`src/rtl/field_decode_scale_clamp_assert.svh`:
```
// Assertion macros shared by the field decode, scale and clamp block.
// Every macro samples on clk and is disabled while rst_n is low.
`ifndef FIELD_DECODE_SCALE_CLAMP_ASSERT_SVH
`define FIELD_DECODE_SCALE_CLAMP_ASSERT_SVH
`ifndef SYNTH
`define FDSC_ASSERT(label, prop, msg) \
    label: assert property (@(posedge clk) disable iff (!rst_n) prop) else $error(msg);
`define FDSC_ASSERT_NEXT(label, pre, post, msg) \
    label: assert property (@(posedge clk) disable iff (!rst_n) (pre) |=> (post)) \
        else $error(msg);
`else
`define FDSC_ASSERT(label, prop, msg)
`define FDSC_ASSERT_NEXT(label, pre, post, msg)
`endif
`endif

```
`src/rtl/fdsc_pkg.sv`:
```
// Types and constants for the field decode, scale and clamp block.
// No dependencies; the modules and the bench refer to this package by scoped names.
package fdsc_pkg;

    typedef enum logic [2:0] {
        ST_OK    = 3'd0,
        ST_SHIFT = 3'd1,
        ST_UOVF  = 3'd2,
        ST_BCD   = 3'd3,
        ST_DEN   = 3'd4,
        ST_SCALE = 3'd5
    } status_t;

    typedef enum logic [2:0] {
        REG_FIELD_MASK        = 3'd0,
        REG_FIELD_SHIFT       = 3'd1,
        REG_VALUE_ENCODING    = 3'd2,
        REG_SCALE_NUMERATOR   = 3'd3,
        REG_SCALE_DENOMINATOR = 3'd4,
        REG_CLAMP_LOW         = 3'd5,
        REG_CLAMP_HIGH        = 3'd6,
        REG_CLAMP_ENABLES     = 3'd7
    } reg_index_t;

    localparam logic [1:0] ENC_SIGNED = 2'd1;
    localparam logic [1:0] ENC_BCD    = 2'd2;

    localparam logic [63:0] INT_MIN  = 64'h8000_0000_0000_0000;
    localparam logic [63:0] INT_MAX  = 64'h7FFF_FFFF_FFFF_FFFF;
    localparam logic [63:0] POW10_4  = 64'd10000;
    localparam logic [63:0] POW10_8  = 64'd100000000;
    localparam logic [63:0] POW10_12 = 64'd1000000000000;

    localparam int unsigned QUEUE_DEPTH = 4;
    localparam int unsigned QUEUE_PTR_BITS = 2;
    localparam int unsigned DIV_STAGES = 64;

    typedef struct packed {
        logic [63:0] raw_word;
        logic [6:0]  source_width;
    } item_t;

    typedef struct packed {
        logic signed [63:0] decoded_value;
        status_t            status;
    } result_t;

    typedef struct packed {
        logic [63:0] field_mask;
        logic [6:0]  field_shift;
        logic [1:0]  value_encoding;
        logic [63:0] scale_numerator;
        logic [63:0] scale_denominator;
        logic [63:0] clamp_low;
        logic [63:0] clamp_high;
        logic [1:0]  clamp_enables;
    } cfg_t;

    // Decoded field on its way from the front end to the scaler.
    typedef struct packed {
        logic [63:0] value;
        status_t     status;
    } dec_item_t;

    // Product magnitude and quotient sign on their way to the divider.
    typedef struct packed {
        logic [63:0] mag;
        logic        neg;
        status_t     status;
    } div_item_t;

endpackage

```
`src/rtl/fdsc_front.sv`:
```
// Front end: masks and shifts the raw word, then decodes it as unsigned,
// signed or packed BCD in two pipeline stages. Depends on fdsc_pkg.
module fdsc_front #(
    parameter int unsigned WORD_BITS = 64
) (
    input  logic                clk,
    input  logic                rst_n,
    input  logic                item_valid,
    output logic                item_ready,
    input  fdsc_pkg::item_t     item,
    input  fdsc_pkg::cfg_t      cfg,
    output logic                dec_valid,
    input  logic                dec_ready,
    output fdsc_pkg::dec_item_t dec
);

    localparam logic [6:0] WIDTH_MAX = 7'(WORD_BITS);

    logic [6:0]  width_eff;
    logic [63:0] width_mask;
    logic [63:0] scoped;
    logic [63:0] filtered;
    logic [63:0] shifted_mask;
    logic [63:0] smear;
    logic [63:0] top_bit;
    logic        field_sign;
    logic        bcd_bad;
    logic [14:0] group_sum [0:3];

    logic        a_valid_reg;
    logic [63:0] a_unsigned_reg;
    logic [63:0] a_signed_reg;
    logic [14:0] a_group_reg [0:3];
    logic        a_bcd_bad_reg;
    logic [1:0]  a_enc_reg;
    logic        a_shift_bad_reg;

    logic                b_valid_reg;
    fdsc_pkg::dec_item_t b_item_reg;
    fdsc_pkg::dec_item_t b_item_next;
    logic [63:0]         bcd_value;
    logic                adv_a;
    logic                adv_b;

    assign adv_b      = !b_valid_reg || dec_ready;
    assign adv_a      = !a_valid_reg || adv_b;
    assign item_ready = adv_a;
    assign dec_valid  = b_valid_reg;
    assign dec        = b_item_reg;

    always_comb
    begin
        width_eff = item.source_width;
        if (width_eff == 7'd0 || width_eff > WIDTH_MAX)
        begin
            width_eff = WIDTH_MAX;
        end
        width_mask   = {64{1'b1}} >> (7'd64 - width_eff);
        scoped       = cfg.field_mask & width_mask;
        filtered     = (item.raw_word & scoped) >> cfg.field_shift[5:0];
        shifted_mask = scoped >> cfg.field_shift[5:0];
        // Smear the mask down so that it covers every bit below its top bit.
        smear = shifted_mask;
        smear = smear | (smear >> 1);
        smear = smear | (smear >> 2);
        smear = smear | (smear >> 4);
        smear = smear | (smear >> 8);
        smear = smear | (smear >> 16);
        smear = smear | (smear >> 32);
        top_bit    = smear & ~(smear >> 1);
        field_sign = |(filtered & top_bit);
        // Nibbles above the field are zero, so every nibble can be checked.
        bcd_bad = 1'b0;
        for (int j = 0; j < 16; j++)
        begin
            if (filtered[4*j +: 4] > 4'd9)
            begin
                bcd_bad = 1'b1;
            end
        end
        for (int g = 0; g < 4; g++)
        begin
            group_sum[g] = 15'(filtered[16*g +: 4])
                         + 15'(filtered[16*g+4 +: 4]) * 15'd10
                         + 15'(filtered[16*g+8 +: 4]) * 15'd100
                         + 15'(filtered[16*g+12 +: 4]) * 15'd1000;
        end
    end

    always_comb
    begin
        bcd_value = 64'(a_group_reg[3]) * fdsc_pkg::POW10_12
                  + 64'(a_group_reg[2]) * fdsc_pkg::POW10_8
                  + 64'(a_group_reg[1]) * fdsc_pkg::POW10_4
                  + 64'(a_group_reg[0]);
        b_item_next.value  = a_unsigned_reg;
        b_item_next.status = fdsc_pkg::ST_OK;
        if (a_shift_bad_reg)
        begin
            b_item_next.status = fdsc_pkg::ST_SHIFT;
        end
        else
        begin
            unique case (a_enc_reg)
                fdsc_pkg::ENC_SIGNED:
                begin
                    b_item_next.value = a_signed_reg;
                end
                fdsc_pkg::ENC_BCD:
                begin
                    b_item_next.value = bcd_value;
                    if (a_bcd_bad_reg)
                    begin
                        b_item_next.status = fdsc_pkg::ST_BCD;
                    end
                end
                default:
                begin
                    if (a_unsigned_reg[63])
                    begin
                        b_item_next.status = fdsc_pkg::ST_UOVF;
                    end
                end
            endcase
        end
    end

    always_ff @(posedge clk or negedge rst_n)
    begin
        if (!rst_n)
        begin
            a_valid_reg <= 1'b0;
            b_valid_reg <= 1'b0;
        end
        else
        begin
            if (adv_a)
            begin
                a_valid_reg <= item_valid;
            end
            if (adv_b)
            begin
                b_valid_reg <= a_valid_reg;
            end
        end
    end

    always_ff @(posedge clk)
    begin
        if (adv_a)
        begin
            a_unsigned_reg  <= filtered;
            a_signed_reg    <= field_sign ? (filtered | ~smear) : filtered;
            a_bcd_bad_reg   <= bcd_bad;
            a_enc_reg       <= cfg.value_encoding;
            a_shift_bad_reg <= cfg.field_shift[6];
            for (int g = 0; g < 4; g++)
            begin
                a_group_reg[g] <= group_sum[g];
            end
        end
        if (adv_b)
        begin
            b_item_reg <= b_item_next;
        end
    end

endmodule

```
`config.mk`:
```
export PLATFORM = sky130hd
export DESIGN_NAME = fdsc_front
export DESIGN_NICKNAME = d
export VERILOG_FILES = /design/src/rtl/field_decode_scale_clamp_assert.svh /design/src/rtl/fdsc_pkg.sv /design/src/rtl/fdsc_front.sv
export SDC_FILE = /design/constraint.sdc
export NUM_CORES = 2
export LEC_CHECK = 0
export BUFFER_PORTS_ARGS = -buffer_cell sky130_fd_sc_hd__buf_2
export CAP_MARGIN = 0
export CELL_PAD_IN_SITES_DETAIL_PLACEMENT = 0
export CELL_PAD_IN_SITES_GLOBAL_PLACEMENT = 1
export CORE_MARGIN = 4
export CORE_UTILIZATION = 32
export DETAILED_ROUTE_END_ITERATION = 6
export GPL_ROUTABILITY_DRIVEN = 0
export HOLD_SLACK_MARGIN = 0.03
export PLACE_DENSITY = 0.69
export SYNTH_ARGS = -nofsm -noshare
export SYNTH_HDL_FRONTEND = slang
export SYNTH_SLANG_ARGS = --single-unit
```
`constraint.sdc`:
```
create_clock -name clk -period 11.5 [get_ports clk]
set_input_delay 1.15 -clock clk [delete_from_list [all_inputs] [get_ports clk]]
set_output_delay 1.15 -clock clk [all_outputs]
set_load 0.01 [all_outputs]
```
==> results.cfg <==
[routing]
wire_per_inst_um = 25.2
totalWireLength_um = 182000
viasPerCell = 5.81
postRouteAntennaNets = 0
drc_errors = 0
drt_iter0_markers = 4866
vias = 41988
dr.pass1.iters = 6

[floorplan]
die_w_um = 384
fp.dieH_um = 384
start_util_pct = 32.3
dieArea_mm2 = 0.148
ioPinCount = 475
coreArea_mm2 = 0.140
rows = 137

[worst_setup_path]
cp_max_fo = 6
reg2reg_slack_ps = 1090
cpPeakStageDelay_ps = 600
worstPathArrival_ps = 10760
rr_startpoint = a_group_reg[2][2]$_DFFE_PP_
start_kind = register
crit_top_cell = fa_1
cpMaxStageDelayCell = fa_1
r2r_cells = 34
cp-end-kind = register
required_ps = 11860
crit_type = register to register
reg2reg_to = dec[51]$_DFFE_PP_

[sta]
rsz0062_at_grt = false
finalHoldViolCount = 0
max_freq_mhz = 96.1
finalSetupTns_ps = 0
min_period_ps = 10410
skew_ps = 23.6
worst-slew-pin-transition_ps = 1210
setup_violations = 0
relSlewSlack_pct = 18.7
finalCritPeriodShare_pct = 90.5
slew_violations = 0

[logic_synthesis]
ys_seq_elements = 256
postSynth.asyncResetShare_pct = 0.781
yosys_warnings = 0
syn_area_mm2 = 0.0453
ys_seq_area_share_pct = 16.9
synth_edf_count = 254
syn_inst = 5201
synth-main-ff-cell = edfxtp_1
yosysUniqueCellTypes = 104
postSynthAreaPerCell_um2 = 8.72
synth_fp_nets = 6589

[cts]
clockBufferDepth = 3
cts_setup_buffers = 0
cts_resized = 0
ctsHtreeMaxLevel = 1
cts_tree = built
worstSkewPairLatency_ps = 620
clkSinkCount = 256
path_clk_slew_ps = 60
cts_inserted_buffers = 29
root_buffer = clkbuf_16
cts_hold_buffers = 0

[final_layout]
largest_reg_flops = 66
syn2layout_area_growth_pct = 9.77
drive_above_1_share_pct = 10.1
final_net_count = 6715
num-fill-cells = 14693

[placed_design]
io_buffers = 215
hpwlAfterDp_um = 148000

[global_routing]
track_usage_pct = 24.0
grt_antenna_before_repair = 10
grt_pass1_wl_um = 268000
grt_max_degree = 133
grt_pass1_vias = 40748
grt_overflow = 0

[outcome]
status = complete, no violations

[hold_path]
hold_class = input port to asynchronous set/reset pin

[run]
drv_cap = 0
[worst max-delay path, delay by kind of cell (launching register included)]
family / cells / cell delay (ps)
DFF: 1 / 580
and+or+nand+nor: 4 / 350
buffers and inverters: 5 / 650
AOI/OAI and AO/OA: 13 / 3860
xor gates and xnor gates: 2 / 260
adders and majority gates: 10 / 4420
[cells in the final DEF (no fill, tap or decap), types with 81 or more instances in the layout]
cell / n
nor2_1: 364
nor3_1: 89
nand3_1: 129
a21o_1: 87
ha_1: 645
inv_1: 726
o21ai_0: 190
buf_2: 211
xnor2_1: 131
a21oi_1: 310
nand2_1: 342
fa_1: 335
edfxtp_1: 254
o211ai_1: 81
buf_4: 124
[final cells by class]
cell class              instances  area, um^2  area share, %
flip-flops and latches        256        7680           15.4
clock buffers                  32         737           1.48
repair buffers                338        2050           4.11
diodes                          5        12.5         0.0251
well taps                    1876        2350           4.72
clock inverters                20         226          0.455
inverters                     733        2750           5.53
multi-input cells            3969       34000           68.3
[metrics by stage]
| step | hold WS, ps | cells | worst slack [ps] | cell area, um^2 | utilization [%] |
|---|---|---|---|---|---|
| after floorplan | 435 | 5201 | 2400 | 45300 | - |
| after global placement | 446 | 7172 | 1120 | 48800 | 34.8 |
| after detailed placement | 451 | 7172 | 1140 | 48800 | 34.8 |
| after CTS | 265 | 7224 | 1070 | 49800 | 35.5 |
| after global routing | 292 | 7224 | 309 | 49800 | 35.5 |
| final | 313 | 7229 | 1090 | 49800 | 35.5 |
[cell families (layout without fill, tap and decap cells)]
family,after synthesis,count (layout),share of synthesized area (%)
compound gates,1419,1419,21.8
simple gates,1251,1251,13.1
fa+ha+maj,982,982,32.6
buf+inv,976,1123,8.24
flops,256,256,16.9
xor+xnor,189,189,3.65
mux,127,127,3.56
other cells,1,6,0.00827
[Yosys cell counts (40+ instances only)]
cell type,n,share of area (%)
inv_1,728,6.0
ha_1,647,18
nor2_1,366,3.0
nand2_1,342,2.8
fa_1,335,15
a21oi_1,311,3.4
edfxtp_1,254,17
o21ai_0,190,2.1
clkbuf_1,163,1.3
xnor2_1,131,2.5
nand3_1,129,1.4
nor3_1,89,0.98
a21o_1,87,1.4
o211ai_1,81,1.3
o22ai_1,70,0.97
mux2i_1,69,1.5
a221oi_1,67,1.3
xor2_1,58,1.1
o21bai_1,53,0.88
a211oi_1,49,0.81
a31oi_1,45,0.62
and3_1,42,0.58
buf_1,41,0.34
nand2b_1,41,0.57
nand4_1,41,0.57
o31ai_1,40,0.66
[per-layer routing]
layer | vias to the layer above | track usage [%] | wire [um]
li1 | 18980 | - | -
met2 | 2277 | 36.8 | 77800
met5 | - | 0 | 13
met4 | 2 | 12.9 | 12300
met1 | 20159 | 31.9 | 76100
met3 | 570 | 4.50 | 16200
[how the worst max path moves through the flow]
stage | from | end | slack, ps | cells after the start
after floorplan | a_group_reg[2][3]$_DFFE_PP_ | dec[53]$_DFFE_PP_ | 2400 | 35
after global placement | item[6] | a_group_reg[0][13]$_DFFE_PP_ | 1120 | 33
after detailed placement | a_group_reg[2][1]$_DFFE_PP_ | dec[51]$_DFFE_PP_ | 1140 | 34
after CTS | a_group_reg[2][1]$_DFFE_PP_ | dec[51]$_DFFE_PP_ | 1070 | 34
after global routing | a_group_reg[2][2]$_DFFE_PP_ | dec[51]$_DFFE_PP_ | 310 | 36
final | a_group_reg[2][2]$_DFFE_PP_ | dec[51]$_DFFE_PP_ | 1090 | 34
Power is not shown: default switching activity piles up to over one toggle a cycle in this logic, so the estimate is an artifact.
