### src/rtl/field_decode_scale_clamp_assert.svh
// Assertion macros shared by the field decode, scale and clamp block.
// Every macro samples on clk and is disabled while rst_n is low.
`ifndef FIELD_DECODE_SCALE_CLAMP_ASSERT_SVH
`define FIELD_DECODE_SCALE_CLAMP_ASSERT_SVH
`ifndef SYNTH
`define FDSC_ASSERT(label, prop, msg) \
    label: assert property (@(posedge clk) disable iff (!rst_n) prop) else $error(msg);
`define FDSC_ASSERT_NEXT(label, pre, post, msg) \
    label: assert property (@(posedge clk) disable iff (!rst_n) (pre) |=> (post)) \
        else $error(msg);
`else
`define FDSC_ASSERT(label, prop, msg)
`define FDSC_ASSERT_NEXT(label, pre, post, msg)
`endif
`endif

### src/rtl/fdsc_pkg.sv
// Types and constants for the field decode, scale and clamp block.
// No dependencies; the modules and the bench refer to this package by scoped names.
package fdsc_pkg;

    typedef enum logic [2:0] {
        ST_OK    = 3'd0,
        ST_SHIFT = 3'd1,
        ST_UOVF  = 3'd2,
        ST_BCD   = 3'd3,
        ST_DEN   = 3'd4,
        ST_SCALE = 3'd5
    } status_t;

    typedef enum logic [2:0] {
        REG_FIELD_MASK        = 3'd0,
        REG_FIELD_SHIFT       = 3'd1,
        REG_VALUE_ENCODING    = 3'd2,
        REG_SCALE_NUMERATOR   = 3'd3,
        REG_SCALE_DENOMINATOR = 3'd4,
        REG_CLAMP_LOW         = 3'd5,
        REG_CLAMP_HIGH        = 3'd6,
        REG_CLAMP_ENABLES     = 3'd7
    } reg_index_t;

    localparam logic [1:0] ENC_SIGNED = 2'd1;
    localparam logic [1:0] ENC_BCD    = 2'd2;

    localparam logic [63:0] INT_MIN  = 64'h8000_0000_0000_0000;
    localparam logic [63:0] INT_MAX  = 64'h7FFF_FFFF_FFFF_FFFF;
    localparam logic [63:0] POW10_4  = 64'd10000;
    localparam logic [63:0] POW10_8  = 64'd100000000;
    localparam logic [63:0] POW10_12 = 64'd1000000000000;

    localparam int unsigned QUEUE_DEPTH = 4;
    localparam int unsigned QUEUE_PTR_BITS = 2;
    localparam int unsigned DIV_STAGES = 64;

    typedef struct packed {
        logic [63:0] raw_word;
        logic [6:0]  source_width;
    } item_t;

    typedef struct packed {
        logic signed [63:0] decoded_value;
        status_t            status;
    } result_t;

    typedef struct packed {
        logic [63:0] field_mask;
        logic [6:0]  field_shift;
        logic [1:0]  value_encoding;
        logic [63:0] scale_numerator;
        logic [63:0] scale_denominator;
        logic [63:0] clamp_low;
        logic [63:0] clamp_high;
        logic [1:0]  clamp_enables;
    } cfg_t;

    // Decoded field on its way from the front end to the scaler.
    typedef struct packed {
        logic [63:0] value;
        status_t     status;
    } dec_item_t;

    // Product magnitude and quotient sign on their way to the divider.
    typedef struct packed {
        logic [63:0] mag;
        logic        neg;
        status_t     status;
    } div_item_t;

endpackage

### src/rtl/fdsc_queue.sv
// Four-entry transaction queue between the decode front end and the scaler.
// Depends on fdsc_pkg and the assertion macro header.
`include "field_decode_scale_clamp_assert.svh"

module fdsc_queue (
    input  logic                clk,
    input  logic                rst_n,
    input  logic                in_valid,
    output logic                in_ready,
    input  fdsc_pkg::dec_item_t in_item,
    output logic                out_valid,
    input  logic                out_ready,
    output fdsc_pkg::dec_item_t out_item
);

    localparam int unsigned PB = fdsc_pkg::QUEUE_PTR_BITS;

    fdsc_pkg::dec_item_t mem [0:fdsc_pkg::QUEUE_DEPTH-1];
    logic [PB-1:0] wr_ptr_reg;
    logic [PB-1:0] rd_ptr_reg;
    logic [PB:0]   count_reg;
    logic [PB:0]   count_next;
    logic          push;
    logic          pop;

    assign in_ready  = (count_reg != (PB+1)'(fdsc_pkg::QUEUE_DEPTH));
    assign out_valid = (count_reg != '0);
    assign push      = in_valid && in_ready;
    assign pop       = out_valid && out_ready;
    assign out_item  = mem[rd_ptr_reg];

    always_comb
    begin
        unique case ({push, pop})
            2'b10:   count_next = count_reg + 1'b1;
            2'b01:   count_next = count_reg - 1'b1;
            default: count_next = count_reg;
        endcase
    end

    always_ff @(posedge clk or negedge rst_n)
    begin
        if (!rst_n)
        begin
            wr_ptr_reg <= '0;
            rd_ptr_reg <= '0;
            count_reg  <= '0;
        end
        else
        begin
            count_reg <= count_next;
            if (push)
            begin
                wr_ptr_reg <= wr_ptr_reg + 1'b1;
            end
            if (pop)
            begin
                rd_ptr_reg <= rd_ptr_reg + 1'b1;
            end
        end
    end

    always_ff @(posedge clk)
    begin
        if (push)
        begin
            mem[wr_ptr_reg] <= in_item;
        end
    end

    `FDSC_ASSERT_NEXT(a_count_up, push && !pop, count_reg == $past(count_reg) + 1'b1, "queue count did not follow a push")
    `FDSC_ASSERT_NEXT(a_head_holds, out_valid && !out_ready, out_valid && (out_item == $past(out_item)), "queue head changed while stalled")

endmodule

### config.mk
export PLATFORM = sky130hd
export DESIGN_NAME = fdsc_queue
export DESIGN_NICKNAME = d
export VERILOG_FILES = /design/src/rtl/fdsc_pkg.sv /design/src/rtl/fdsc_queue.sv
export VERILOG_INCLUDE_DIRS = /design/src /design/src/rtl
export SDC_FILE = /design/constraint.sdc
export NUM_CORES = 1
export LEC_CHECK = 0
export BUFFER_PORTS_ARGS = -buffer_cell sky130_fd_sc_hd__buf_2
export CORE_UTILIZATION = 55
export DETAILED_ROUTE_END_ITERATION = 10
export GPL_TIMING_DRIVEN = 0
export MAX_ROUTING_LAYER = met4
export PLACE_DENSITY = 0.77
export SYNTH_ARGS = -nofsm -noshare
export SYNTH_HDL_FRONTEND = slang
export SYNTH_SLANG_ARGS = --single-unit
### constraint.sdc
create_clock -name clk -period 2.4 [get_ports clk]
set_input_delay 0.48 -clock clk [delete_from_list [all_inputs] [get_ports clk]]
set_output_delay 0.48 -clock clk [all_outputs]
set_load 0.03 [all_outputs]
==> run_summary.xml, run 1 <==
<?xml version="1.0" encoding="UTF-8"?>
<metrics>
  <group name="run_status">
    <metric name="status" unit="">finished, violations left</metric>
    <metric name="violations" unit="">setup timing</metric>
  </group>
  <group name="sta">
    <metric name="timing.final.crit_share" unit="%">103.3</metric>
    <metric name="timing_hold_violations_final" unit="">0</metric>
    <metric name="max_freq" unit="GHz">0.4035</metric>
    <metric name="setup_viol_count_final" unit="">41</metric>
    <metric name="finalWorstPathRequiredPeriod" unit="ns">2.479</metric>
    <metric name="fin_skew" unit="ns">0.01127</metric>
    <metric name="final.hold.worst_slack" unit="ns">0.1804</metric>
    <metric name="timing.final.ws_setup" unit="ns">-0.07856</metric>
    <metric name="unrepaired_setup_endpoints_after_global_routing" unit="">yes</metric>
    <metric name="worst-slew-pin-transition" unit="ns">0.5632</metric>
    <metric name="max_slew_margin" unit="%">62.45</metric>
    <metric name="timing.final.max_slew_violations" unit="">0</metric>
    <metric name="totalNegativeSetupSlack" unit="ns">-0.9441</metric>
  </group>
  <group name="setup_path">
    <metric name="cp_max_stage_cell" unit="">mux4_2</metric>
    <metric name="worst-endpoint-required" unit="ns">1.92</metric>
    <metric name="launch_point_of_the_worst_path" unit="">rd_ptr_reg[0]</metric>
    <metric name="timing.reg2reg.setup_slack" unit="ns">0.13</metric>
    <metric name="cp.buffers_inverters" unit="">4</metric>
    <metric name="path_cells" unit="">buf_6 -&gt; buf_12 -&gt; buf_12 -&gt; mux4_2 -&gt; buf_6</metric>
    <metric name="criticalPathCategory" unit="">flop to primary output</metric>
    <metric name="critical_path_depth" unit="">5</metric>
    <metric name="critical_path_arrival" unit="ns">2.00</metric>
    <metric name="critical_path.reg2reg.startpoint" unit="">count_reg[0]</metric>
    <metric name="critical-path-max-stage-delay" unit="ns">0.55</metric>
    <metric name="top_family_by_delay_on_critical_path" unit="">buffers and inverters</metric>
    <metric name="worstSetupStartpointType" unit="">flop</metric>
    <metric name="endpoint_kind" unit="">primary output</metric>
    <metric name="worst_r2r_path_depth" unit="">9</metric>
    <metric name="crit_path_max_fo" unit="">6</metric>
  </group>
  <group name="global_routing">
    <metric name="grt_start_max_net_pins" unit="">38</metric>
    <metric name="number_of_antenna_violations_at_the_first_check_in_global_routing" unit="">1</metric>
    <metric name="global_route_wire_length_before_repair" unit="um">25940</metric>
    <metric name="grt_overflow" unit="">0</metric>
    <metric name="grt.total_usage" unit="%">19.39</metric>
    <metric name="first_global_vias" unit="">4837</metric>
  </group>
  <group name="clock_network">
    <metric name="cts_buffers" unit="">27</metric>
    <metric name="cts_num_sinks" unit="">275</metric>
    <metric name="cts-root-to-sink-buffers" unit="">3</metric>
    <metric name="worstSkewPairLatency" unit="ns">0.51</metric>
    <metric name="cts_root_buffer" unit="">clkbuf_16</metric>
    <metric name="cts.reportedPaths.clkPinSlew" unit="ns">0.06</metric>
    <metric name="cts_tree" unit="">done</metric>
    <metric name="cts-htree-levels" unit="">1</metric>
  </group>
  <group name="power">
    <metric name="comb_power_share" unit="%">36.9</metric>
    <metric name="seq_power_share" unit="%">39.3</metric>
    <metric name="swShare" unit="%">33.12</metric>
    <metric name="power" unit="mW">16.80</metric>
    <metric name="static_leakage" unit="nW">4.275</metric>
    <metric name="internal-power" unit="mW">11.23</metric>
    <metric name="power.net_switching" unit="mW">5.563</metric>
    <metric name="power.ir.vdd_worst" unit="uV">1330</metric>
    <metric name="power.clock.fraction" unit="%">23.8</metric>
    <metric name="power-per-cell-area" unit="nW/um2">1366</metric>
  </group>
  <group name="floorplan">
    <metric name="floorplan.die.height" unit="um">137.5</metric>
    <metric name="starting_density_of_the_core" unit="%">56.19</metric>
    <metric name="floorplan.core_area" unit="um2">17960</metric>
    <metric name="die_width" unit="um">137.5</metric>
    <metric name="fp.dieArea" unit="um2">18900</metric>
    <metric name="pin_count" unit="">140</metric>
    <metric name="num_rows" unit="">49</metric>
  </group>
  <group name="logic_synthesis">
    <metric name="synth_top_area_share" unit="%">79.73</metric>
    <metric name="ys_top_cells_by_area" unit="">edfxtp_1, mux4_2, dfrtp_1</metric>
    <metric name="synth_nets" unit="">465</metric>
    <metric name="netlist_area" unit="um2">10090</metric>
    <metric name="syn-mean-instance-area" unit="um2">26.01</metric>
    <metric name="netlist_instances" unit="">388</metric>
    <metric name="synth_seq_area_share" unit="%">81.47</metric>
    <metric name="synth_largest_area_cell" unit="">edfxtp_1</metric>
    <metric name="ys_ff_latch" unit="">275</metric>
    <metric name="synth-warning-count" unit="">0</metric>
    <metric name="yosys.cell_types.count" unit="">21</metric>
  </group>
  <group name="placed_design">
    <metric name="post-dp-hpwl" unit="um">10690</metric>
    <metric name="preCtsSetupSlack" unit="ns">-0.02621</metric>
    <metric name="routabilityCongestion" unit="">0.7110</metric>
    <metric name="port_buffers" unit="">139</metric>
    <metric name="dpl-instance-area" unit="um2">11180</metric>
  </group>
  <group name="routing">
    <metric name="detailroute.via_count" unit="">4564</metric>
    <metric name="drt_drc_violations_left" unit="">0</metric>
    <metric name="detail_route.vias_per_cell" unit="">5.600</metric>
    <metric name="wl_per_cell" unit="um">21.56</metric>
    <metric name="detailedRoute.firstIterationViolations" unit="">246</metric>
    <metric name="route.antenna.remaining_nets" unit="">0</metric>
    <metric name="firstDrtPassIters" unit="">7</metric>
    <metric name="wirelength" unit="um">17570</metric>
  </group>
  <group name="flow_run">
    <metric name="drv.max_cap_violation_count" unit="">0</metric>
  </group>
  <group name="cells_and_area">
    <metric name="layout.nets" unit="">641</metric>
    <metric name="largest_reg_flops" unit="">268</metric>
    <metric name="layout-drive-gt1-share" unit="%">48.12</metric>
    <metric name="layout.cells.most_common_list" unit="">edfxtp_1, buf_2, mux4_2</metric>
    <metric name="area_growth" unit="%">21.84</metric>
    <metric name="final_common_cell" unit="">edfxtp_1</metric>
    <metric name="finish.instance_area" unit="um2">12300</metric>
    <metric name="fillers" unit="">1120</metric>
  </group>
  <group name="hold_path">
    <metric name="hold-path-cell-count" unit="">1</metric>
    <metric name="holdCritStartpoint" unit="">in_item[45]</metric>
    <metric name="worst_hold_path_type" unit="">primary input to flop</metric>
  </group>
</metrics>
==> cell families (layout without fill, tap and decap cells) <==
logic type,Yosys count,after routing,share of synthesized area [%]
compound gates,1,1,0.09917
xor+xnor,6,6,0.5207
fa+ha+maj,6,6,0.8182
buf+inv,22,218,1.140
flops,275,275,81.47
mux,69,69,15.31
other cells,0,2,0
simple gates,9,9,0.6446
==> synth_stat cells <==
master    instances
and2_4            1
and3_2            4
buf_2             8
buf_6             3
clkbuf_1          5
dfrtp_1           7
edfxtp_1        268
fa_1              1
ha_1              5
inv_1             6
mux2_4            1
mux2i_1           1
mux4_1            3
mux4_2           64
nand2_1           1
nor2_1            1
o31a_2            1
or3_2             1
or3b_4            1
xnor2_1           3
xor2_1            3
==> layout make-up <==
cell class | count | area, um2 | area share (%)
Sequential cell | 275 | 8224 | 66.87
Clock buffer | 37 | 763.2 | 6.206
Clock inverter | 12 | 98.84 | 0.8037
Antenna cell | 2 | 5.005 | 0.04070
Buffer | 15 | 161.4 | 1.312
Timing Repair Buffer | 148 | 977.2 | 7.946
Inverter | 6 | 22.52 | 0.1831
Tap cell | 229 | 286.5 | 2.330
Multi-Input combinational cell | 91 | 1759 | 14.30
==> routing by layer <==
layer | GRT usage, % | part of all wire (%)
met1 | 24.93 | 41
met4 | 4.640 | 1.3
met2 | 31.74 | 51
met5 | - | 0
met3 | 4.341 | 6.8
==> power by group through the flow <==
stage	Sequential, mW	Clock [mW]	Combinational, mW
6_report	6.60	3.99	6.20
5_1_grt	6.68	4.25	6.58
4_1_cts	6.61	4.07	6.19
3_5_place_dp	6.68	0	5.73
3_3_place_gp	6.66	0	5.56
2_1_floorplan	6.61	0	4.12
==> repair_timing <==
item | 4_1_cts | 5_1_grt
cloned | 0 | 2
setup endpoints to repair | 67 | 67
setup buffers | 1 | 1
endpoints found under the hold margin | 7 | 0
gates resized for setup | 61 | 1
hold buffers | 1 | 0
==> worst paths after layout <==
path                            endpoint
min reg2reg                 count_reg[2]
max reg2reg                 count_reg[2]
max                         out_item[61]
min in group asynchronous  rd_ptr_reg[0]
min                           mem[3][45]
max in group asynchronous  rd_ptr_reg[1]
==> per-stage QoR <==
stage	std cells	util [%]
floorplan	388	-
global placement	756	61.66
detailed placement	760	62.23
CTS	810	68.09
global route	814	68.45
finish	815	68.46
No activity file was read; power rests on OpenSTA's default activity.
==> run 2: changes to the inputs <==
CTS_CLUSTER_SIZE = 8   (was unset)
clock period = 2.8 ns   (was 2.4 ns; I/O delays follow)
==> run 2 against run 1 <==
The run now ends clean; design area barely moved; combinational power fell by 22%; routed wire length rose by 1.3%; final cell count rose by 0.61%; sequential cell count did not move; total power fell by 13%; clock power rose by 5%; clock skew rose by 0.0019 ns; non-clock buffer count fell by 4; sequential share of layout area barely moved.
==> run_summary.xml, run 2 (synthesis gave the netlist of run 1 again) <==
<?xml version="1.0" encoding="UTF-8"?>
<metrics>
  <group name="routing">
    <metric name="route.antenna.remaining_nets" unit="">0</metric>
    <metric name="firstDrtPassIters" unit="">4</metric>
    <metric name="detailroute.via_count" unit="">4621</metric>
    <metric name="detail_route.vias_per_cell" unit="">5.635</metric>
    <metric name="wirelength" unit="um">17800</metric>
    <metric name="drt_drc_violations_left" unit="">0</metric>
    <metric name="wl_per_cell" unit="um">21.71</metric>
    <metric name="detailedRoute.firstIterationViolations" unit="">338</metric>
  </group>
  <group name="sta">
    <metric name="worst-slew-pin-transition" unit="ns">0.5597</metric>
    <metric name="unrepaired_setup_endpoints_after_global_routing" unit="">no</metric>
    <metric name="timing.final.crit_share" unit="%">95.76</metric>
    <metric name="timing_hold_violations_final" unit="">0</metric>
    <metric name="timing.final.max_slew_violations" unit="">0</metric>
    <metric name="max_freq" unit="GHz">0.3730</metric>
    <metric name="timing.final.ws_setup" unit="ns">0.1189</metric>
    <metric name="max_slew_margin" unit="%">62.69</metric>
    <metric name="totalNegativeSetupSlack" unit="ns">0</metric>
    <metric name="setup_viol_count_final" unit="">0</metric>
    <metric name="finalWorstPathRequiredPeriod" unit="ns">2.681</metric>
    <metric name="fin_skew" unit="ns">0.01315</metric>
  </group>
  <group name="cells_and_area">
    <metric name="largest_reg_flops" unit="">268</metric>
    <metric name="area_growth" unit="%">21.90</metric>
    <metric name="fillers" unit="">1107</metric>
    <metric name="layout-drive-gt1-share" unit="%">46.86</metric>
    <metric name="layout.nets" unit="">650</metric>
    <metric name="final_common_cell" unit="">edfxtp_1</metric>
    <metric name="layout.cells.most_common_list" unit="">edfxtp_1, buf_2, mux4_2</metric>
  </group>
  <group name="placed_design">
    <metric name="port_buffers" unit="">139</metric>
    <metric name="post-dp-hpwl" unit="um">10690</metric>
    <metric name="preCtsSetupSlack" unit="ns">0.2938</metric>
    <metric name="routabilityCongestion" unit="">0.7110</metric>
  </group>
  <group name="clock_network">
    <metric name="cts-htree-levels" unit="">2</metric>
    <metric name="cts.reportedPaths.clkPinSlew" unit="ns">0.05</metric>
    <metric name="worstSkewPairLatency" unit="ns">0.50</metric>
    <metric name="cts-root-to-sink-buffers" unit="">3</metric>
    <metric name="post-cts-setup-buffers" unit="">0</metric>
    <metric name="cts_buffers" unit="">40</metric>
    <metric name="cts_tree" unit="">done</metric>
    <metric name="cts_root_buffer" unit="">clkbuf_16</metric>
    <metric name="cts_num_sinks" unit="">275</metric>
  </group>
  <group name="floorplan">
    <metric name="num_rows" unit="">49</metric>
    <metric name="pin_count" unit="">140</metric>
    <metric name="floorplan.core_area" unit="um2">17960</metric>
    <metric name="die_width" unit="um">137.5</metric>
    <metric name="fp.dieArea" unit="um2">18900</metric>
    <metric name="starting_density_of_the_core" unit="%">56.19</metric>
    <metric name="floorplan.die.height" unit="um">137.5</metric>
  </group>
  <group name="setup_path">
    <metric name="path_cells" unit="">buf_6 -&gt; buf_6 -&gt; buf_6 -&gt; mux4_1 -&gt; buf_2</metric>
    <metric name="crit_path_max_fo" unit="">10</metric>
    <metric name="worst-endpoint-required" unit="ns">2.24</metric>
    <metric name="endpoint_kind" unit="">primary output</metric>
    <metric name="criticalPathCategory" unit="">flop to primary output</metric>
    <metric name="timing.reg2reg.setup_slack" unit="ns">0.55</metric>
    <metric name="critical_path_arrival" unit="ns">2.12</metric>
    <metric name="critical_path.reg2reg.startpoint" unit="">count_reg[0]</metric>
    <metric name="top_family_by_delay_on_critical_path" unit="">buffers and inverters</metric>
    <metric name="worstSetupStartpointType" unit="">flop</metric>
    <metric name="cp_max_stage_cell" unit="">mux4_1</metric>
    <metric name="critical-path-max-stage-delay" unit="ns">0.56</metric>
    <metric name="critical-path-top-cell-by-count" unit="">buf_6</metric>
    <metric name="worst_r2r_path_depth" unit="">9</metric>
    <metric name="cp.buffers_inverters" unit="">4</metric>
    <metric name="rr_endpoint" unit="">count_reg[2]</metric>
  </group>
  <group name="hold_path">
    <metric name="worst_min_delay_path_endpoint" unit="">mem[2][9]</metric>
    <metric name="hold-path-cell-count" unit="">1</metric>
    <metric name="worst_hold_path_type" unit="">primary input to flop</metric>
    <metric name="holdCritStartpoint" unit="">in_item[9]</metric>
  </group>
  <group name="power">
    <metric name="power-per-cell-area" unit="nW/um2">1193</metric>
    <metric name="static_leakage" unit="nW">4.301</metric>
    <metric name="power.ir.vdd_worst" unit="uV">960.7</metric>
  </group>
  <group name="flow_run">
    <metric name="drv.max_cap_violation_count" unit="">0</metric>
  </group>
  <group name="run_status">
    <metric name="status" unit="">complete, no violations</metric>
  </group>
  <group name="global_routing">
    <metric name="grt_overflow" unit="">0</metric>
    <metric name="grt_start_max_net_pins" unit="">38</metric>
    <metric name="first_global_vias" unit="">4948</metric>
    <metric name="grt.total_usage" unit="%">20.24</metric>
    <metric name="global_route_wire_length_before_repair" unit="um">26750</metric>
    <metric name="number_of_antenna_violations_at_the_first_check_in_global_routing" unit="">1</metric>
  </group>
</metrics>
## run 2: cell types whose count changed in the layout (fill, tap and decap cells not counted), sizes merged
| cell | previous run | this run |
|---|---|---|
| buf | 156 | 154 |
| bufinv | 1 | 0 |
| clkinv | 8 | 0 |
| inv | 7 | 8 |
| clkinvlp | 2 | 1 |
| clkbuf | 43 | 59 |
## run 2: where the power goes
part	internal [mW]	switching [mW]	total, mW
registers	5.46	0.212	5.67
logic	1.79	3.05	4.84
clock network	2.64	1.53	4.17
## run 2: what timing repair did
action,CTS,global route
hold buffers,1,0
setup endpoints to repair,59,17
endpoints found under the hold margin,7,0
gates resized for setup,4,5
## run 2: worst max-delay path by stage
stage	startpoint	endpoint	slack, ns	cells after the start
detailed placement	rd_ptr_reg[1]	out_item[47]	0.29	5
floorplan	count_reg[0]	count_reg[2]	0.64	9
global route	rd_ptr_reg[0]	out_item[21]	0.03	4
global placement	in_valid	mem[0][35]	0.20	2
finish	rd_ptr_reg[0]	out_item[58]	0.12	5
CTS	rd_ptr_reg[1]	out_item[61]	0.02	3
## run 2: worst register-to-register path: stages (launching register included)
cell     delay, ns
dfrtp_1       0.43
or3b_4        0.47
and2_4        0.20
inv_1         0.06
ha_1          0.18
inv_1         0.06
fa_1          0.37
xor2_1        0.15
nor2_1        0.11
xor2_1        0.15
## run 2: cell type report
cell class	count	area [um2]	share of cell area (%)
clock inverters	3	25.02	0.2034
flip-flops and latches	275	8224	66.84
repair buffers	144	793.3	6.447
well taps	229	286.5	2.329
inverters	6	22.52	0.1830
plain buffers	15	98.84	0.8033
multi-input cells	91	1770	14.39
diodes	2	5.005	0.04068
clock buffers	55	1079	8.765
## run 2: per-layer routing
layer  vias to the layer above  wire length, um  track usage, %  share of wire, %
met4                         0              270           7.570               1.5
met2                       161             9127           31.80                51
met1                      2394             7273           25.79                41
met5                         -                0               -                 0
li1                       2035                -               -                 -
met3                        31             1128           4.967               6.3
## run 2: per-stage QoR
| step | hold slack [ns] | std cells | total power [mW] | instance area (um2) | util, % |
|---|---|---|---|---|---|
| after floorplan | 0.2644 | 388 | 9.189 | 10090 | - |
| after global placement | 0.3966 | 756 | 10.47 | 11080 | 61.66 |
| after detailed placement | 0.4053 | 760 | 10.64 | 11180 | 62.23 |
| after CTS | 0.2510 | 818 | 14.86 | 12300 | 68.45 |
| after global routing | 0.2564 | 819 | 15.30 | 12300 | 68.48 |
| final | 0.2733 | 820 | 14.68 | 12300 | 68.50 |
==> run 3: changes to the inputs <==
BUFFER_PORTS_ARGS = unset   (was -buffer_cell sky130_fd_sc_hd__buf_2)
DONT_BUFFER_PORTS = 1   (was unset)
GPL_TIMING_DRIVEN = unset   (was 0)
PLACE_DENSITY = 0.73   (was 0.77)
clock period = 2.2 ns   (was 2.8 ns; I/O delays follow)
==> run 3 against run 2 <==
The flow now finishes with violations (setup timing); worst setup slack got worse by 0.27 ns; first-iteration DRC count is 30% lower; sequential power increased by 28%; combinational power grew 18%; count of clock-buffer cells in the layout stayed put; global-route usage shrank 1.1 points; worst hold slack got worse by 0.24 ns; critical path depth decreased by 3; clock power rose by 27%; total power increased by 24%; non-clock buffer count fell by 139.
==> run_summary.xml, run 3 (synthesis gave the netlist of run 1 again) <==
<?xml version="1.0" encoding="UTF-8"?>
<metrics>
  <group name="clock_network">
    <metric name="cts_num_sinks" unit="">275</metric>
    <metric name="cts_buffers" unit="">40</metric>
    <metric name="cts_root_buffer" unit="">clkbuf_16</metric>
    <metric name="cts_tree" unit="">done</metric>
    <metric name="cts-htree-levels" unit="">2</metric>
    <metric name="cts-root-to-sink-buffers" unit="">3</metric>
    <metric name="worstSkewPairLatency" unit="ns">0.50</metric>
    <metric name="cts.reportedPaths.clkPinSlew" unit="ns">0.05</metric>
  </group>
  <group name="cells_and_area">
    <metric name="layout-drive-gt1-share" unit="%">31.78</metric>
    <metric name="postLayoutCoreUtil" unit="%">65.18</metric>
    <metric name="largest_reg_flops" unit="">268</metric>
    <metric name="area_growth" unit="%">16.00</metric>
    <metric name="finish.instance_area" unit="um2">11710</metric>
    <metric name="layout.cells.most_common_list" unit="">edfxtp_1, mux4_2, clkbuf_16</metric>
    <metric name="layout.nets" unit="">511</metric>
    <metric name="final_common_cell" unit="">edfxtp_1</metric>
  </group>
  <group name="sta">
    <metric name="timing.final.ws_setup" unit="ns">-0.1520</metric>
    <metric name="timing_hold_violations_final" unit="">0</metric>
    <metric name="timing.final.crit_share" unit="%">106.9</metric>
    <metric name="max_freq" unit="GHz">0.4252</metric>
    <metric name="finalWorstPathRequiredPeriod" unit="ns">2.352</metric>
    <metric name="setup_viol_count_final" unit="">67</metric>
    <metric name="timing.final.max_slew_violations" unit="">0</metric>
    <metric name="fin_skew" unit="ns">0.01943</metric>
    <metric name="unrepaired_setup_endpoints_after_global_routing" unit="">yes</metric>
    <metric name="worst-slew-pin-transition" unit="ns">1.059</metric>
    <metric name="totalNegativeSetupSlack" unit="ns">-7.132</metric>
    <metric name="max_slew_margin" unit="%">29.41</metric>
  </group>
  <group name="floorplan">
    <metric name="floorplan.core_area" unit="um2">17960</metric>
    <metric name="num_rows" unit="">49</metric>
    <metric name="pin_count" unit="">140</metric>
    <metric name="fp.dieArea" unit="um2">18900</metric>
    <metric name="starting_density_of_the_core" unit="%">56.19</metric>
    <metric name="die_width" unit="um">137.5</metric>
    <metric name="floorplan.die.height" unit="um">137.5</metric>
  </group>
  <group name="global_routing">
    <metric name="number_of_antenna_violations_at_the_first_check_in_global_routing" unit="">1</metric>
    <metric name="grt_overflow" unit="">0</metric>
    <metric name="grt.total_usage" unit="%">19.14</metric>
    <metric name="grt_start_max_net_pins" unit="">68</metric>
    <metric name="global_route_wire_length_before_repair" unit="um">25140</metric>
    <metric name="first_global_vias" unit="">4398</metric>
  </group>
  <group name="power">
    <metric name="static_leakage" unit="nW">3.782</metric>
    <metric name="power.ir.vdd_worst" unit="uV">1027</metric>
    <metric name="power-per-cell-area" unit="nW/um2">1561</metric>
  </group>
  <group name="setup_path">
    <metric name="timing.reg2reg.setup_slack" unit="ns">0.11</metric>
    <metric name="critical-path-max-stage-delay" unit="ns">0.66</metric>
    <metric name="cp_max_stage_cell" unit="">mux4_2</metric>
    <metric name="criticalPathCategory" unit="">flop to primary output</metric>
    <metric name="path_cells" unit="">buf_12 -&gt; mux4_2</metric>
    <metric name="worstSetupStartpointType" unit="">flop</metric>
    <metric name="worst-endpoint-required" unit="ns">1.76</metric>
    <metric name="crit_path_max_fo" unit="">20</metric>
    <metric name="critical_path_arrival" unit="ns">1.91</metric>
    <metric name="endpoint_kind" unit="">primary output</metric>
  </group>
  <group name="flow_run">
    <metric name="drv.max_cap_violation_count" unit="">0</metric>
  </group>
  <group name="placed_design">
    <metric name="routabilityCongestion" unit="">0.7393</metric>
    <metric name="dpl-instance-area" unit="um2">10440</metric>
    <metric name="post-dp-hpwl" unit="um">9082</metric>
    <metric name="port_buffers" unit="">0</metric>
  </group>
  <group name="run_status">
    <metric name="violations" unit="">setup timing</metric>
    <metric name="status" unit="">finished, violations left</metric>
  </group>
  <group name="routing">
    <metric name="drt_drc_violations_left" unit="">0</metric>
    <metric name="route.antenna.remaining_nets" unit="">0</metric>
    <metric name="detailedRoute.firstIterationViolations" unit="">238</metric>
    <metric name="wirelength" unit="um">16850</metric>
    <metric name="detail_route.vias_per_cell" unit="">5.921</metric>
    <metric name="firstDrtPassIters" unit="">4</metric>
    <metric name="detailroute.via_count" unit="">4026</metric>
    <metric name="wl_per_cell" unit="um">24.79</metric>
  </group>
  <group name="hold_path">
    <metric name="worst_hold_path_type" unit="">primary input to flop</metric>
  </group>
</metrics>
run 3: cell types whose count changed in the layout (fill, tap and decap cells not counted), moves of 2 or more:
cell,before,now
buf_2,145,0
buf_4,2,7
clkbuf_2,4,0
buf_12,3,6
mux4_1,3,0
mux4_2,64,67
buf_16,1,3
dfrtp_4,0,2
run 3: timing repair:
| item | 4_1_cts | 5_1_grt |
|---|---|---|
| gates resized for setup | 13 | 2 |
| pin swaps | 0 | 3 |
| gates cloned | 3 | 0 |
| setup endpoints to repair | 67 | 68 |
| hold endpoints to repair | 7 | 0 |
| hold buffers | 1 | 0 |
| setup buffers | 3 | 3 |
run 3: layout make-up:
type	instances	area [um2]
diodes	1	2.502
clock buffers	55	1079
clock inverters	3	25.02
fillers	1131	6255
inverters	6	22.52
multi-input cells	91	1764
flip-flops and latches	275	8230
well taps	229	286.5
repair buffers	20	299.0
run 3: worst max-delay path, delay by kind of cell (launching register included):
kind	cells	cell delay, ns
buffers and inverters	1	0.23
flip-flops	1	0.52
multiplexers	1	0.66
run 3: worst paths after layout:
kind | startpoint | end | cells past startpoint
max in group asynchronous | rst_n | rd_ptr_reg[0] | 1
min | in_item[13] | mem[1][13] | 0
min in group asynchronous | rst_n | count_reg[2] | 1
max reg2reg | count_reg[2] | mem[1][49] | 3
min reg2reg | count_reg[2] | count_reg[2] | 2
max | rd_ptr_reg[0] | out_item[53] | 2
run 3: report_power, final:
part,internal (mW),switching [mW],total [mW]
clock,3.36,1.95,5.31
combinational,2.04,3.66,5.70
sequential,6.99,0.279,7.27
run 3: metal layers:
metal,global-route usage (%),vias to the layer above,routed length (um)
met5,-,-,0
met4,5.861,0,216
met3,7.358,23,1735
met2,29.54,156,8376
met1,23.54,2106,6525
li1,-,1741,-
run 3: per-stage QoR:
stage / cells / total power, mW / setup WS [ns] / hold slack (ns)
2_1_floorplan: 388 / 11.70 / 0.04310 / 0.1444
3_3_place_gp: 612 / 12.68 / 0.09518 / 0.1448
3_5_place_dp: 612 / 12.79 / 0.04076 / 0.1449
4_1_cts: 677 / 18.57 / -0.2053 / 0.004468
5_1_grt: 680 / 19.03 / -0.2155 / 0.0005590
6_report: 680 / 18.27 / -0.1520 / 0.02915
